## src/sv/pbbh_pkg.sv

```systemverilog
`default_nettype none

package pbbh_pkg;

	// Field widths fixed by the item and register formats.
	localparam int POS_W   = 32;
	localparam int INV_W   = 32;
	localparam int GRID_W  = 13;
	localparam int IDX_W   = 12;
	localparam int CNT_W   = 16;
	localparam int CFG_W   = 32;
	localparam int CFG_A_W = 3;

	// Dividend width of the shared dividers: ceil(grid / bucket) needs one bit more
	// than a grid size.
	localparam int DIV_W   = GRID_W + 1;
	localparam int PROD_W  = 2 * DIV_W;
	localparam int BKT_W   = PROD_W + 1;

	localparam int MAX_BUCKETS_DEF = 4096;

	localparam logic [POS_W-1:0]  ORIGIN_RST = '0;
	localparam logic [INV_W-1:0]  INV_RST    = 32'd65536;
	localparam logic [GRID_W-1:0] GRID_RST   = 13'd64;
	localparam logic [GRID_W-1:0] BCELL_RST  = 13'd1;
	localparam logic [CNT_W-1:0]  CNT_MAX    = '1;

	typedef enum logic [1:0] {
		MODE_BIN      = 2'd0,
		MODE_READ     = 2'd1,
		MODE_READ_CLR = 2'd2,
		MODE_NONE     = 2'd3
	} mode_t;

	typedef enum logic [CFG_A_W-1:0] {
		CFG_ORIGIN_X  = 3'd0,
		CFG_ORIGIN_Y  = 3'd1,
		CFG_INV_X     = 3'd2,
		CFG_INV_Y     = 3'd3,
		CFG_GRID_X    = 3'd4,
		CFG_GRID_Y    = 3'd5,
		CFG_BUCKET_X  = 3'd6,
		CFG_BUCKET_Y  = 3'd7
	} cfg_reg_t;

	typedef enum logic [3:0] {
		ST_CLEAR,
		ST_IDLE,
		ST_PREP_DIV,
		ST_PREP_MUL,
		ST_SUB,
		ST_MUL,
		ST_CHK,
		ST_DIV,
		ST_BKT,
		ST_RDA,
		ST_MEMRD,
		ST_BAD
	} state_t;

endpackage

`default_nettype wire

```

## src/sv/pbbh_div.sv

```systemverilog
`default_nettype none

// Restoring divider, one quotient bit per cycle. The quotient holds after done
// until the next start.
module pbbh_div
	import pbbh_pkg::*;
#(
	parameter int W = DIV_W
) (
	input  wire logic         clk,
	input  wire logic         arst_n,
	input  wire logic         start,
	input  wire logic [W-1:0] dividend,
	input  wire logic [W-1:0] divisor,
	output logic              done,
	output logic [W-1:0]      quotient
);

	localparam int CW = $clog2(W + 1);

	logic          busy_q;
	logic          done_q;
	logic [CW-1:0] cnt_q;
	logic [W-1:0]  quo_q;
	logic [W-1:0]  rem_q;
	logic [W-1:0]  dvs_q;

	logic [W:0]    partial;
	logic [W:0]    diff;
	logic          ge;

	always_comb begin
		partial = {rem_q, quo_q[W-1]};
		diff    = partial - {1'b0, dvs_q};
		ge      = ~diff[W];
	end

	always_ff @(posedge clk or negedge arst_n) begin
		if (!arst_n) begin
			busy_q <= 1'b0;
			done_q <= 1'b0;
			cnt_q  <= '0;
		end else begin
			done_q <= busy_q && (cnt_q == CW'(1));
			if (start) begin
				busy_q <= 1'b1;
				cnt_q  <= CW'(W);
			end else if (busy_q) begin
				cnt_q <= cnt_q - CW'(1);
				if (cnt_q == CW'(1)) begin
					busy_q <= 1'b0;
				end
			end
		end
	end

	always_ff @(posedge clk) begin
		if (start) begin
			quo_q <= dividend;
			rem_q <= '0;
			dvs_q <= divisor;
		end else if (busy_q) begin
			quo_q <= {quo_q[W-2:0], ge};
			rem_q <= ge ? diff[W-1:0] : partial[W-1:0];
		end
	end

	assign done     = done_q;
	assign quotient = quo_q;

endmodule

`default_nettype wire

```

## config.mk

```make
export PLATFORM = sky130hd
export DESIGN_NAME = pbbh_div
export DESIGN_NICKNAME = d
export VERILOG_FILES = /design/src/sv/pbbh_pkg.sv /design/src/sv/pbbh_div.sv
export SDC_FILE = /design/constraint.sdc
export NUM_CORES = 1
export LEC_CHECK = 0
export ABC_AREA = 0
export BUFFER_PORTS_ARGS = -buffer_cell sky130_fd_sc_hd__buf_2
export CAP_MARGIN = 0
export CORE_MARGIN = 2
export CORE_UTILIZATION = 50
export CTS_BUF_LIST = sky130_fd_sc_hd__clkbuf_4 sky130_fd_sc_hd__clkbuf_8 sky130_fd_sc_hd__clkbuf_16
export DETAILED_ROUTE_END_ITERATION = 16
export PLACE_DENSITY = 0.71
export SLEW_MARGIN = 15
export SYNTH_ARGS = -nofsm -noshare
export SYNTH_HDL_FRONTEND = slang
export SYNTH_SLANG_ARGS = --single-unit
export TNS_END_PERCENT = 1
```

## constraint.sdc

```tcl
create_clock -name clk -period 5.65 [get_ports clk]
set_clock_uncertainty 0.05 [all_clocks]
set_input_delay 1.695 -clock clk [delete_from_list [all_inputs] [get_ports clk]]
set_output_delay 1.695 -clock clk [all_outputs]
set_load 0.01 [all_outputs]
```

=== Word-level counts from Yosys, hierarchy flattened ===
Cells that the tools add are included.

* ROM bits: 0
* Flip-flop bits (word level): 48
* Memories kept: 0
* Memory bits (writable): 0
* Latch bits: 0

* Eq/ne operators: 1
* Div/mod/pow operators: 0
* Add/subtract/negate cells: 2
* Magnitude comparators: 0
* Shift-type cells: 0
* Reductions and logical operators: 2
* Multiply operators: 0
* Mux-type cells: 8
* Bitwise gates (word level): 1

{| class="wikitable"
|+ Operator list
! kind !! number
|-
| two-way mux 14 bit || 3
|-
| subtractor 15 x 14 -> 15 bit || 1
|-
| two-way mux 4 bit || 2
|-
| equality test 4 x 1 -> 1 bit (second input constant) || 1
|-
| subtractor 4 x 1 -> 4 bit (second input constant) || 1
|-
| two-way mux 1 bit || 3
|-
| nonzero test 2 bit || 1
|-
| logical AND 1 bit || 1
|-
| NOT 1 bit || 1
|}

=== Longest topological paths before layout ===
Gate-level depths: netlist of the first run.

* Depth after elaboration: 4
* Mapped depth: 11

=== Least setup slack after synthesis of the first run ===
Ideal clock, no wire load.

* Kind: input port to flip-flop
* From: input port start
* To: register quo_q[10] (netlist: quotient[10]) (data pin)
* Path buffers: 2
* Arrival: 2.682 ns
* Stages on the path: 3
* Setup time: 0.260 ns
* Required time: 5.340 ns
* Slack: 2.658 ns
* Cell sequence: clkbuf_1 buf_1 mux2_2

* Word-level cells in the longest chain between the ends: 1

{| class="wikitable"
|+ Ends and longest elaborated chain
! what !! RTL line !! text
|-
| start: declaration || pbbh_div.sv:12 || <nowiki>input wire logic start,</nowiki>
|-
| two-way mux 14 bit || pbbh_div.sv:58 || <nowiki>if (start) begin</nowiki>
|-
| end signal: assignment || pbbh_div.sv:59 || <nowiki>quo_q <= dividend;</nowiki>
|-
| end signal: assignment || pbbh_div.sv:63 || <nowiki>quo_q <= {quo_q[W-2:0], ge};</nowiki>
|-
| end: declaration || pbbh_div.sv:24 || <nowiki>logic [W-1:0] quo_q;</nowiki>
|}

Every way passes these cells.
A chain may end at the register's enable or synchronous reset.

=== Worst setup path after layout of the first run ===
* From: register quo_q[13] (netlist: quotient[13])
* To: register rem_q[10]

* Word-level cells in the longest chain between the ends: 2

{| class="wikitable"
|+ Ends and longest elaborated chain
! what !! RTL line !! text
|-
| subtractor 15 x 14 -> 15 bit || pbbh_div.sv:34 || <nowiki>diff = partial - {1'b0, dvs_q};</nowiki>
|-
| two-way mux 14 bit || pbbh_div.sv:64 || <nowiki>rem_q <= ge ? diff[W-1:0] : partial[W-1:0];</nowiki>
|-
| end signal: assignment || pbbh_div.sv:64 ||
|-
| end: declaration || pbbh_div.sv:25 || <nowiki>logic [W-1:0] rem_q;</nowiki>
|}

Every way passes these cells.

==> results of run 1 <==
==> layout make-up <==
cell class / instances / area, um2
clock buffer: 5 / 68.82
clock inverter: 3 / 13.76
fill: 452 / 2086
inverter: 21 / 78.83
multi-input combinational: 158 / 1261
sequential: 48 / 1271
tap: 70 / 87.58
timing repair buffer: 47 / 240.2
==> metrics by stage <==
stage	total power, W	cell area, um2	util (%)
2_1_floorplan	0.0009870	2656	-
3_3_place_gp	0.001075	2939	57.55
3_5_place_dp	0.001083	2939	57.55
4_1_cts	0.001276	3022	59.16
5_1_grt	0.001367	3022	59.16
6_report	0.001262	3022	59.16
==> cells in the final DEF, fill, tap and decap left out, drive strengths merged, types with 6 or more instances in the layout <==
master	Yosys	layout
a211oi	10	10
a21oi	14	14
buf	2	47
dfrtp	6	6
dfxtp	14	14
edfxtp	28	28
ha	16	16
inv	21	21
mux2	14	14
mux2i	10	10
nand2	13	13
nor2	18	18
o21ai	7	7
xnor2	10	10
==> registers in the layout, summed over array words and instances, names as in the netlist <==
name      count
rem_q        14
cnt_q         4
done          1
dvs_q        14
busy_q        1
quotient     14
==> worst max-delay path: cells and delay by family, from the launching register on <==
| family | cells | cell delay (ns) |
|---|---|---|
| AO/OA/AOI/OAI | 5 | 0.93 |
| adder cells (fa/ha/maj) | 2 | 0.62 |
| flip-flops | 1 | 0.37 |
| buffers and inverters | 1 | 0.05 |
| XOR/XNOR | 1 | 0.54 |
| AND/OR/NAND/NOR | 1 | 0.26 |
==> power groups by stage <==
stage               sequential (W)  combinational [W]  clock, W
floorplan                 0.000504           0.000483         0
global placement          0.000506           0.000569         0
detailed placement        0.000508           0.000575         0
CTS                       0.000501           0.000578  0.000198
global route              0.000512           0.000644  0.000211
finish                    0.000500           0.000570  0.000192
==> metal layers <==
layer  track usage [%]  part of all wire (%)  vias to the layer above
met5                 0                     0                        -
met1             22.23                    48                      833
li1                  -                     -                      929
met4             4.909                   1.2                        0
met2             26.75                    48                       21
met3             3.529                   2.4                        5
==> cells by family after synthesis <==
group	synth area share, %
simple gates	10.03
fa+ha+maj	8.290
buf+inv	4.663
mux	9.703
xor+xnor	5.323
flops	47.86
compound gates	14.13
==> final timing paths <==
kind | start | endpoint | cells after the start
max in group asynchronous | arst_n | cnt_q[3] | 1
min in group asynchronous | arst_n | cnt_q[2] | 1
worst min-delay path | rem_q[6] | rem_q[6] | 2
worst max register to register | quotient[13] | rem_q[10] | 10
worst max-delay path | quotient[13] | rem_q[10] | 10
worst min register to register | rem_q[6] | rem_q[6] | 2
==> flow_metrics.py, run 1 <==
metrics = {
    "outcome": {
        "status": "complete, no violations",
    },
    "power": {
        "seq_power_share_pct": 39.6,
        "clkPwrFrac_pct": 15.2,
        "netSwitchingPower_w": 0.0004538,
        "internal-power_w": 0.0008082,
        "ir_drop_mv": 0.2251,
        "leakage_nw": 1.311,
        "combPwrFrac_pct": 45.2,
        "power_per_cell_area_nw_per_um2": 417.7,
        "swShare_pct": 35.96,
    },
    "clocking": {
        "cts_tree": "built",
        "ctsHtreeMaxLevel": 2,
        "cts-resized-gates": 0,
        "clkTransAtPathRegs_ns": 0.08,
        "root_buffer": "clkbuf_8",
        "insertion_delay_ns": 0.29,
        "clock-sinks": 48,
        "post_cts_buffers": 0,
        "hold_buffers": 0,
        "cts_buffers": 5,
        "cts.path.max_buffers": 2,
    },
    "synthesis": {
        "synthTopCellsByArea": "edfxtp_1, dfxtp_1, ha_1",
        "ys_async_sr_fraction_pct": 12.50,
        "yosysWarnings": 0,
        "syn_area_per_cell_um2": 11.26,
        "synth_common_cells": "edfxtp_1, inv_1, nor2_1",
        "yosysMostFrequentCell": "edfxtp_1",
        "yosysSeqAreaShare_pct": 47.86,
        "syn_inst": 236,
        "synth_fp_nets": 284,
        "synth_edf_count": 28,
        "netlist_area_um2": 2656,
        "synth_flop_cell": "edfxtp_1",
        "synth-seq-cells": 48,
        "yosysTopAreaCell": "edfxtp_1",
        "yosysTopAreaCellShare_pct": 31.65,
        "ys_types": 44,
    },
    "final_layout": {
        "final-instance-count-excl-fill": 352,
        "final_nets": 329,
        "n_antenna_cell": 0,
        "drive_above_1_share_pct": 27.66,
        "syn_to_final_growth_pct": 13.75,
    },
    "floorplan": {
        "dieWidth_um": 76.89,
        "dieArea_um2": 5911,
        "die_h_um": 76.89,
        "start_util_pct": 52.01,
        "core_area_um2": 5107,
        "num_io_pins": 46,
        "rows": 26,
    },
    "timing": {
        "period_share_pct": 51.54,
        "worstMarginPinSlew_ns": 0.7493,
        "setup_viol": 0,
        "slew_headroom_pct": 50.05,
        "fin_crit_ns": 2.912,
        "fmax_mhz": 343.4,
        "setup_ws_ns": 2.738,
        "rsz0062_at_grt": "false",
        "maxSlewViolCount": 0,
        "fin_setup_tns_ns": 0,
        "fin_hold_ws_ns": 0.4545,
        "hold_viol": 0,
    },
    "placed_design": {
        "io_buffers": 45,
        "dpl.cell_count": 344,
        "dpl.hpwl_um": 3236,
        "place.gp.congestion": 0.7853,
        "post-place-ws_ns": 2.450,
    },
    "setup_path": {
        "worst-path-max-fanout": 19,
        "slowest_delay_ns": 0.54,
        "r2r_setup_slack_ns": 2.74,
        "cp.required_ns": 5.81,
        "critical-path-slowest-cell": "xor2_4",
        "cp.arrival_ns": 3.07,
        "start_kind": "register",
        "crit_type": "register to register",
        "endpoint_kind": "register",
        "crit_chain": "inv_1 > ha_1 > fa_1 > and2b_2 > o21bai_4 > a31oi_4 > a211o_4 > xor2_4 > o21ai_1 > a311oi_1",
    },
    "detailed_routing": {
        "dr.pass1.iters": 4,
        "ant_nets": 0,
        "wl_um": 4489,
        "drt-initial-drc-count": 78,
        "via_per_inst": 5.080,
        "drc_errors": 0,
        "avgRoutedWirePerCell_um": 12.75,
        "vias": 1788,
    },
    "min_path": {
        "hold_path_class": "register to register",
    },
    "global_route": {
        "antenna_found_initial": 0,
        "grt_pass1_wl_um": 7831,
        "grt_pass1_vias": 1767,
        "grtUsageTotal_pct": 16.49,
        "grt_overflow": 0,
        "grt_max_degree": 41,
    },
    "job": {
        "drv_cap": 0,
    },
}
Power figures use the tool's default switching activity.
==> run 2, diff against run 1 <==
ABC_AREA = 1   (was 0)
PLACE_DENSITY = 0.74   (was 0.71)
clock period = 2.35 ns   (was 5.65 ns; I/O delays follow)
==> run 2 against run 1 <==
Net effect: synthesized area is 10% higher; non-clock buffer count increased by 3; die area up 9.9%; sequential share of layout area down 4.1 points; routed wire length is 32% higher; count of clock-buffer cells in the layout unchanged; maximum frequency up 38%; register-to-register slack lost 2.5 ns; first-iteration DRC count increased by 100%; synthesized cell count increased by 67%; critical endpoint is now rem_q[5]; largest cell class is now multi-input gates.
==> flow_metrics.py, run 2 <==
metrics = {
    "outcome": {
        "status": "complete, no violations",
    },
    "floorplan": {
        "start_util_pct": 52.62,
        "die_h_um": 80.59,
        "dieArea_um2": 6494,
        "rows": 27,
        "dieWidth_um": 80.59,
        "num_io_pins": 46,
        "core_area_um2": 5574,
    },
    "job": {
        "drv_cap": 0,
    },
    "timing": {
        "fin_hold_ws_ns": 0.1496,
        "fmax_mhz": 473.6,
        "period_share_pct": 89.86,
        "setup_ws_ns": 0.2383,
        "setup_viol": 0,
        "slew_headroom_pct": 62.72,
        "fin_crit_ns": 2.112,
        "worstMarginPinSlew_ns": 0.5586,
        "rsz0062_at_grt": "false",
        "fin_setup_tns_ns": 0,
        "hold_viol": 0,
        "maxSlewViolCount": 0,
    },
    "synthesis": {
        "synth_fp_nets": 441,
        "synthTopCellsByArea": "edfxtp_1, nand2_1, dfxtp_1",
        "yosysTopAreaCell": "edfxtp_1",
        "syn_area_per_cell_um2": 7.463,
        "yosysMostFrequentCell": "nand2_1",
        "ys_async_sr_fraction_pct": 12.50,
        "yosysWarnings": 0,
        "ys_types": 29,
        "synth_flop_cell": "edfxtp_1",
        "netlist_area_um2": 2933,
        "synth_edf_count": 28,
        "syn_inst": 393,
        "synth_common_cells": "nand2_1, inv_1, edfxtp_1",
        "yosysTopAreaCellShare_pct": 28.67,
        "synth-seq-cells": 48,
        "yosysSeqAreaShare_pct": 43.34,
    },
    "setup_path": {
        "worst-path-max-fanout": 13,
        "crit_top_cell": "nand2_1",
        "start_kind": "register",
        "critical-path-slowest-cell": "fa_1",
        "crit_chain": "inv_1 > ha_1 > fa_1 > inv_1 > nand2_1 > nand3_2 > nand2_2 > nand2_2 > nand2_1 > nand2_2 > nand2_1 > nand3_1 > nand2_1",
        "crit_type": "register to register",
        "endpoint_kind": "register",
        "cp.required_ns": 2.50,
        "rr_worst_depth": 13,
        "slowest_delay_ns": 0.40,
        "cp.arrival_ns": 2.26,
    },
    "global_route": {
        "grt_pass1_wl_um": 10340,
        "grt_overflow": 0,
        "grt_max_degree": 18,
        "grtUsageTotal_pct": 20.63,
        "grt_pass1_vias": 2371,
        "antenna_found_initial": 1,
    },
    "final_layout": {
        "drive_above_1_share_pct": 18.47,
        "final_nets": 491,
        "final_common_cell": "nand2_1",
        "syn_to_final_growth_pct": 14.29,
        "final_util_pct": 60.13,
        "layout_common_cells": "nand2_1, inv_1, buf_2",
    },
    "detailed_routing": {
        "drc_errors": 0,
        "drt-initial-drc-count": 156,
        "ant_nets": 0,
        "avgRoutedWirePerCell_um": 11.44,
        "via_per_inst": 4.762,
        "dr.pass1.iters": 4,
        "wl_um": 5915,
        "vias": 2462,
    },
    "min_path": {
        "hold_path_class": "input port to asynchronous set/reset pin",
    },
    "power": {
        "power.total_w": 0.003168,
        "ir_drop_mv": 0.3847,
        "leakage_nw": 1.857,
        "power_per_cell_area_nw_per_um2": 945.0,
    },
    "placed_design": {
        "post-place-ws_ns": 0.2510,
        "place.gp.congestion": 0.8513,
        "io_buffers": 45,
        "dpl.hpwl_um": 4447,
    },
    "clocking": {
        "insertion_delay_ns": 0.31,
        "cts_buffers": 5,
        "hold_buffers": 0,
        "post_cts_buffers": 0,
        "root_buffer": "clkbuf_8",
        "clock-sinks": 48,
        "cts.path.max_buffers": 2,
        "clkTransAtPathRegs_ns": 0.10,
        "cts_tree": "built",
        "cts-resized-gates": 0,
        "ctsHtreeMaxLevel": 2,
    },
}
run 2: cell types whose count changed in the layout (fill, tap and decap cells not counted), moves of 6 or more:
cell	change
a211oi_1	-10
nand3_1	+26
inv_1	+53
a21oi_1	-6
nand2_2	+14
mux2_2	-14
nand2_1	+145
xnor2_1	-6
mux2i_1	-10
run 2: kinds of logic (layout without fill, tap and decap cells):
kind of cell / after synthesis / in the layout / synth area share [%]
buffers and inverters: 83 / 134 / 11.48
AND/OR/NAND/NOR: 224 / 224 / 32.94
AO/OA/AOI/OAI: 14 / 14 / 2.645
flip-flops: 48 / 48 / 43.34
adder cells (fa/ha/maj): 17 / 17 / 7.508
XOR/XNOR: 7 / 7 / 2.090
other: 0 / 1 / 0
run 2: per-layer routing:
metal | track usage, % | wire length (um) | vias to the layer above
li1 | - | - | 1300
met2 | 31.75 | 2681 | 58
met3 | 4.494 | 296 | 10
met4 | 8.136 | 119 | 0
met1 | 28.25 | 2817 | 1094
met5 | 0 | 0 | -
run 2: final timing paths:
check                                  start        end  slack [ns]
worst max-delay path            quotient[13]   rem_q[5]        0.24
worst min-delay path                  arst_n   cnt_q[0]        0.15
worst max register to register  quotient[13]   rem_q[5]        0.24
worst min register to register     rem_q[11]  rem_q[11]        0.43
max in group asynchronous             arst_n   cnt_q[3]        1.95
min in group clk                   rem_q[11]  rem_q[11]        0.43
run 2: layout make-up:
cell class / instances / area [um2]
diodes: 1 / 2.502
clock buffers: 5 / 68.82
clock inverters: 3 / 46.29
fillers: 527 / 2222
inverters: 76 / 285.3
multi-input cells: 262 / 1325
flip-flops and latches: 48 / 1271
well taps: 72 / 90.09
repair buffers: 50 / 262.8
run 2: stage by stage:
stage / instances / area (um2)
final: 517 / 3352
after floorplan: 393 / 2933
after global placement: 508 / 3234
after CTS: 516 / 3349
after global routing: 517 / 3352
after detailed placement: 508 / 3234
run 2: worst max-delay path: cells and delay by family, from the launching register on:
kind                       cells  cell delay, ns
adders and majority gates      2            0.62
DFF                            1            0.36
buffers and inverters          2            0.15
and+or+nand+nor                9            0.84
run 2: report_power, final:
part | internal, W | leakage (nW) | switching (W)
logic | 0.000515 | 1.33 | 0.000895
registers | 0.00104 | 0.472 | 0.0000946
clock network | 0.000321 | 0.0548 | 0.000301
==> run 3, diff against run 2 <==
ABC_AREA = default   (was 1)
SKIP_LAST_GASP = 1   (was default)
==> run 3 against run 2 <==
Net effect: the run now ends with setup timing left; count of clock-buffer cells in the layout is the same; critical path depth shrank 2; via count shrank 22%; worst hold slack gained 0.013 ns; design area shrank 2.2%; critical path type unchanged; critical endpoint is now rem_q[7]; largest cell class unchanged.
==> flow_metrics.py, run 3 (same netlist as run 1, synthesis figures left out) <==
metrics = {
    "setup_path": {
        "crit_family": "compound AO/OA/AOI/OAI gates",
        "crit_chain": "inv_2 > ha_4 > fa_2 > and2b_2 > o21bai_4 > a31oi_4 > a211o_4 > xor2_4 > buf_6 > mux2i_2 > a211oi_1",
        "worst-path-max-fanout": 5,
        "critical-path-slowest-cell": "edfxtp_1",
        "cp.required_ns": 2.46,
        "start_kind": "register",
        "endpoint_kind": "register",
        "cp.arrival_ns": 2.64,
        "cp_num_buf_inv": 2,
        "slowest_delay_ns": 0.41,
        "crit_type": "register to register",
    },
    "detailed_routing": {
        "drc_errors": 0,
        "dr.pass1.iters": 4,
        "via_per_inst": 5.077,
        "vias": 1919,
        "ant_nets": 0,
        "drt-initial-drc-count": 110,
        "avgRoutedWirePerCell_um": 13.53,
        "wl_um": 5113,
    },
    "floorplan": {
        "die_h_um": 76.89,
        "num_io_pins": 46,
        "start_util_pct": 52.01,
        "dieArea_um2": 5911,
        "rows": 26,
        "dieWidth_um": 76.89,
        "core_area_um2": 5107,
    },
    "timing": {
        "rsz0062_at_grt": "true",
        "fin_setup_tns_ns": -1.966,
        "fmax_mhz": 396.5,
        "period_share_pct": 107.3,
        "slew_headroom_pct": 62.78,
        "setup_viol": 15,
        "maxSlewViolCount": 0,
        "hold_viol": 0,
        "fin_crit_ns": 2.522,
        "fin_hold_ws_ns": 0.1626,
        "worstMarginPinSlew_ns": 0.5583,
        "setup_ws_ns": -0.1721,
    },
    "final_layout": {
        "n_antenna_cell": 0,
        "final_cell_area_um2": 3278,
        "layout_common_cells": "buf_2, edfxtp_1, buf_4",
        "syn_to_final_growth_pct": 23.41,
        "final_nets": 355,
        "drive_above_1_share_pct": 35.06,
        "final_common_cell": "buf_2",
        "final-instance-count-excl-fill": 378,
    },
    "clocking": {
        "hold_buffers": 0,
        "insertion_delay_ns": 0.30,
        "cts.path.max_buffers": 2,
        "clock-sinks": 48,
        "ctsHtreeMaxLevel": 2,
        "root_buffer": "clkbuf_8",
        "cts_tree": "built",
        "cts_buffers": 5,
        "clkTransAtPathRegs_ns": 0.09,
    },
    "power": {
        "power.total_w": 0.003553,
        "power_per_cell_area_nw_per_um2": 1084,
        "internal-power_w": 0.002334,
        "netSwitchingPower_w": 0.001219,
        "seq_power_share_pct": 33.8,
        "leakage_nw": 1.449,
        "swShare_pct": 34.30,
        "ir_drop_mv": 0.6689,
        "combPwrFrac_pct": 50.0,
        "clkPwrFrac_pct": 16.2,
    },
    "global_route": {
        "antenna_found_initial": 0,
        "grt_pass1_vias": 1927,
        "grtUsageTotal_pct": 19.28,
        "grt_max_degree": 26,
        "grt_overflow": 0,
        "grt_pass1_wl_um": 9142,
    },
    "min_path": {
        "hold_path_class": "input port to asynchronous set/reset pin",
    },
    "placed_design": {
        "dpl.cell_count": 367,
        "place.gp.congestion": 0.8250,
        "io_buffers": 45,
        "post_dp_cell_area_um2": 3112,
        "dpl.hpwl_um": 3822,
    },
    "job": {
        "drv_cap": 0,
    },
    "outcome": {
        "status": "finished with violations",
        "violations": "setup timing",
    },
}
==> run 3: cell count changes in the layout (fill, tap and decap cells not counted), sizes merged, moves of 5 or more <==
cell / previous run / this run
a211oi: 0 / 10
inv: 77 / 21
nand3: 30 / 0
nand2: 173 / 13
xnor2: 4 / 10
nand2b: 0 / 5
a21oi: 8 / 14
mux2i: 0 / 10
buf: 50 / 73
mux2: 0 / 14
nand3b: 0 / 5
==> run 3: layout make-up <==
class / count / area [um2]
Clock buffer: 5 / 68.82
Tap cell: 70 / 87.58
Sequential cell: 48 / 1271
Multi-Input combinational cell: 158 / 1287
Timing Repair Buffer: 73 / 446.7
Inverter: 21 / 78.83
Clock inverter: 3 / 37.54
Fill cell: 423 / 1829
==> run 3: worst register-to-register path: stages, from the launching register on <==
cell	delay (ns)
edfxtp_1	0.41
inv_2	0.09
ha_4	0.13
fa_2	0.19
and2b_2	0.24
o21bai_4	0.14
a31oi_4	0.10
a211o_4	0.37
xor2_4	0.21
buf_6	0.17
mux2i_2	0.20
a211oi_1	0.09
==> run 3: worst paths after layout <==
path / depth (start not counted) / startpoint / slack [ns] / to
worst max-delay path: 11 / quotient[13] / -0.17 / rem_q[7]
worst min-delay path: 1 / arst_n / 0.16 / cnt_q[0]
worst max register to register: 11 / quotient[13] / -0.17 / rem_q[7]
worst min register to register: 2 / rem_q[2] / 0.46 / rem_q[2]
max in group asynchronous: 1 / arst_n / 1.95 / busy_q
min in group clk: 2 / rem_q[2] / 0.46 / rem_q[2]
==> run 3: repair_timing <==
item / 4_1_cts / 5_1_grt
resized for setup: 6 / 3
buffers inserted: 3 / 0
endpoints found under the setup margin: 15 / 15
pin swaps: 12 / 5
cloned: 0 / 0
==> run 3: routing by layer <==
| metal | GRT usage [%] | wire, um |
|---|---|---|
| met2 | 31.05 | 2495 |
| met5 | 0 | 0 |
| met3 | 3.529 | 149 |
| met1 | 26.45 | 2399 |
| met4 | 6.000 | 68 |
==> run 3: stage by stage <==
stage / utilization, % / setup slack, ns
floorplan: - / -0.2943
global placement: 60.93 / -0.1297
detailed placement: 60.93 / -0.2204
CTS: 63.91 / -0.2102
global route: 64.18 / -0.3472
finish: 64.18 / -0.1721
==> run 3: power groups by stage <==
stage | clock network (W) | registers, W | logic, W
floorplan | 0 | 0.00121 | 0.00116
global route | 0.000617 | 0.00123 | 0.00199
finish | 0.000576 | 0.00120 | 0.00178
global placement | 0 | 0.00121 | 0.00164
CTS | 0.000589 | 0.00120 | 0.00176
detailed placement | 0 | 0.00121 | 0.00167
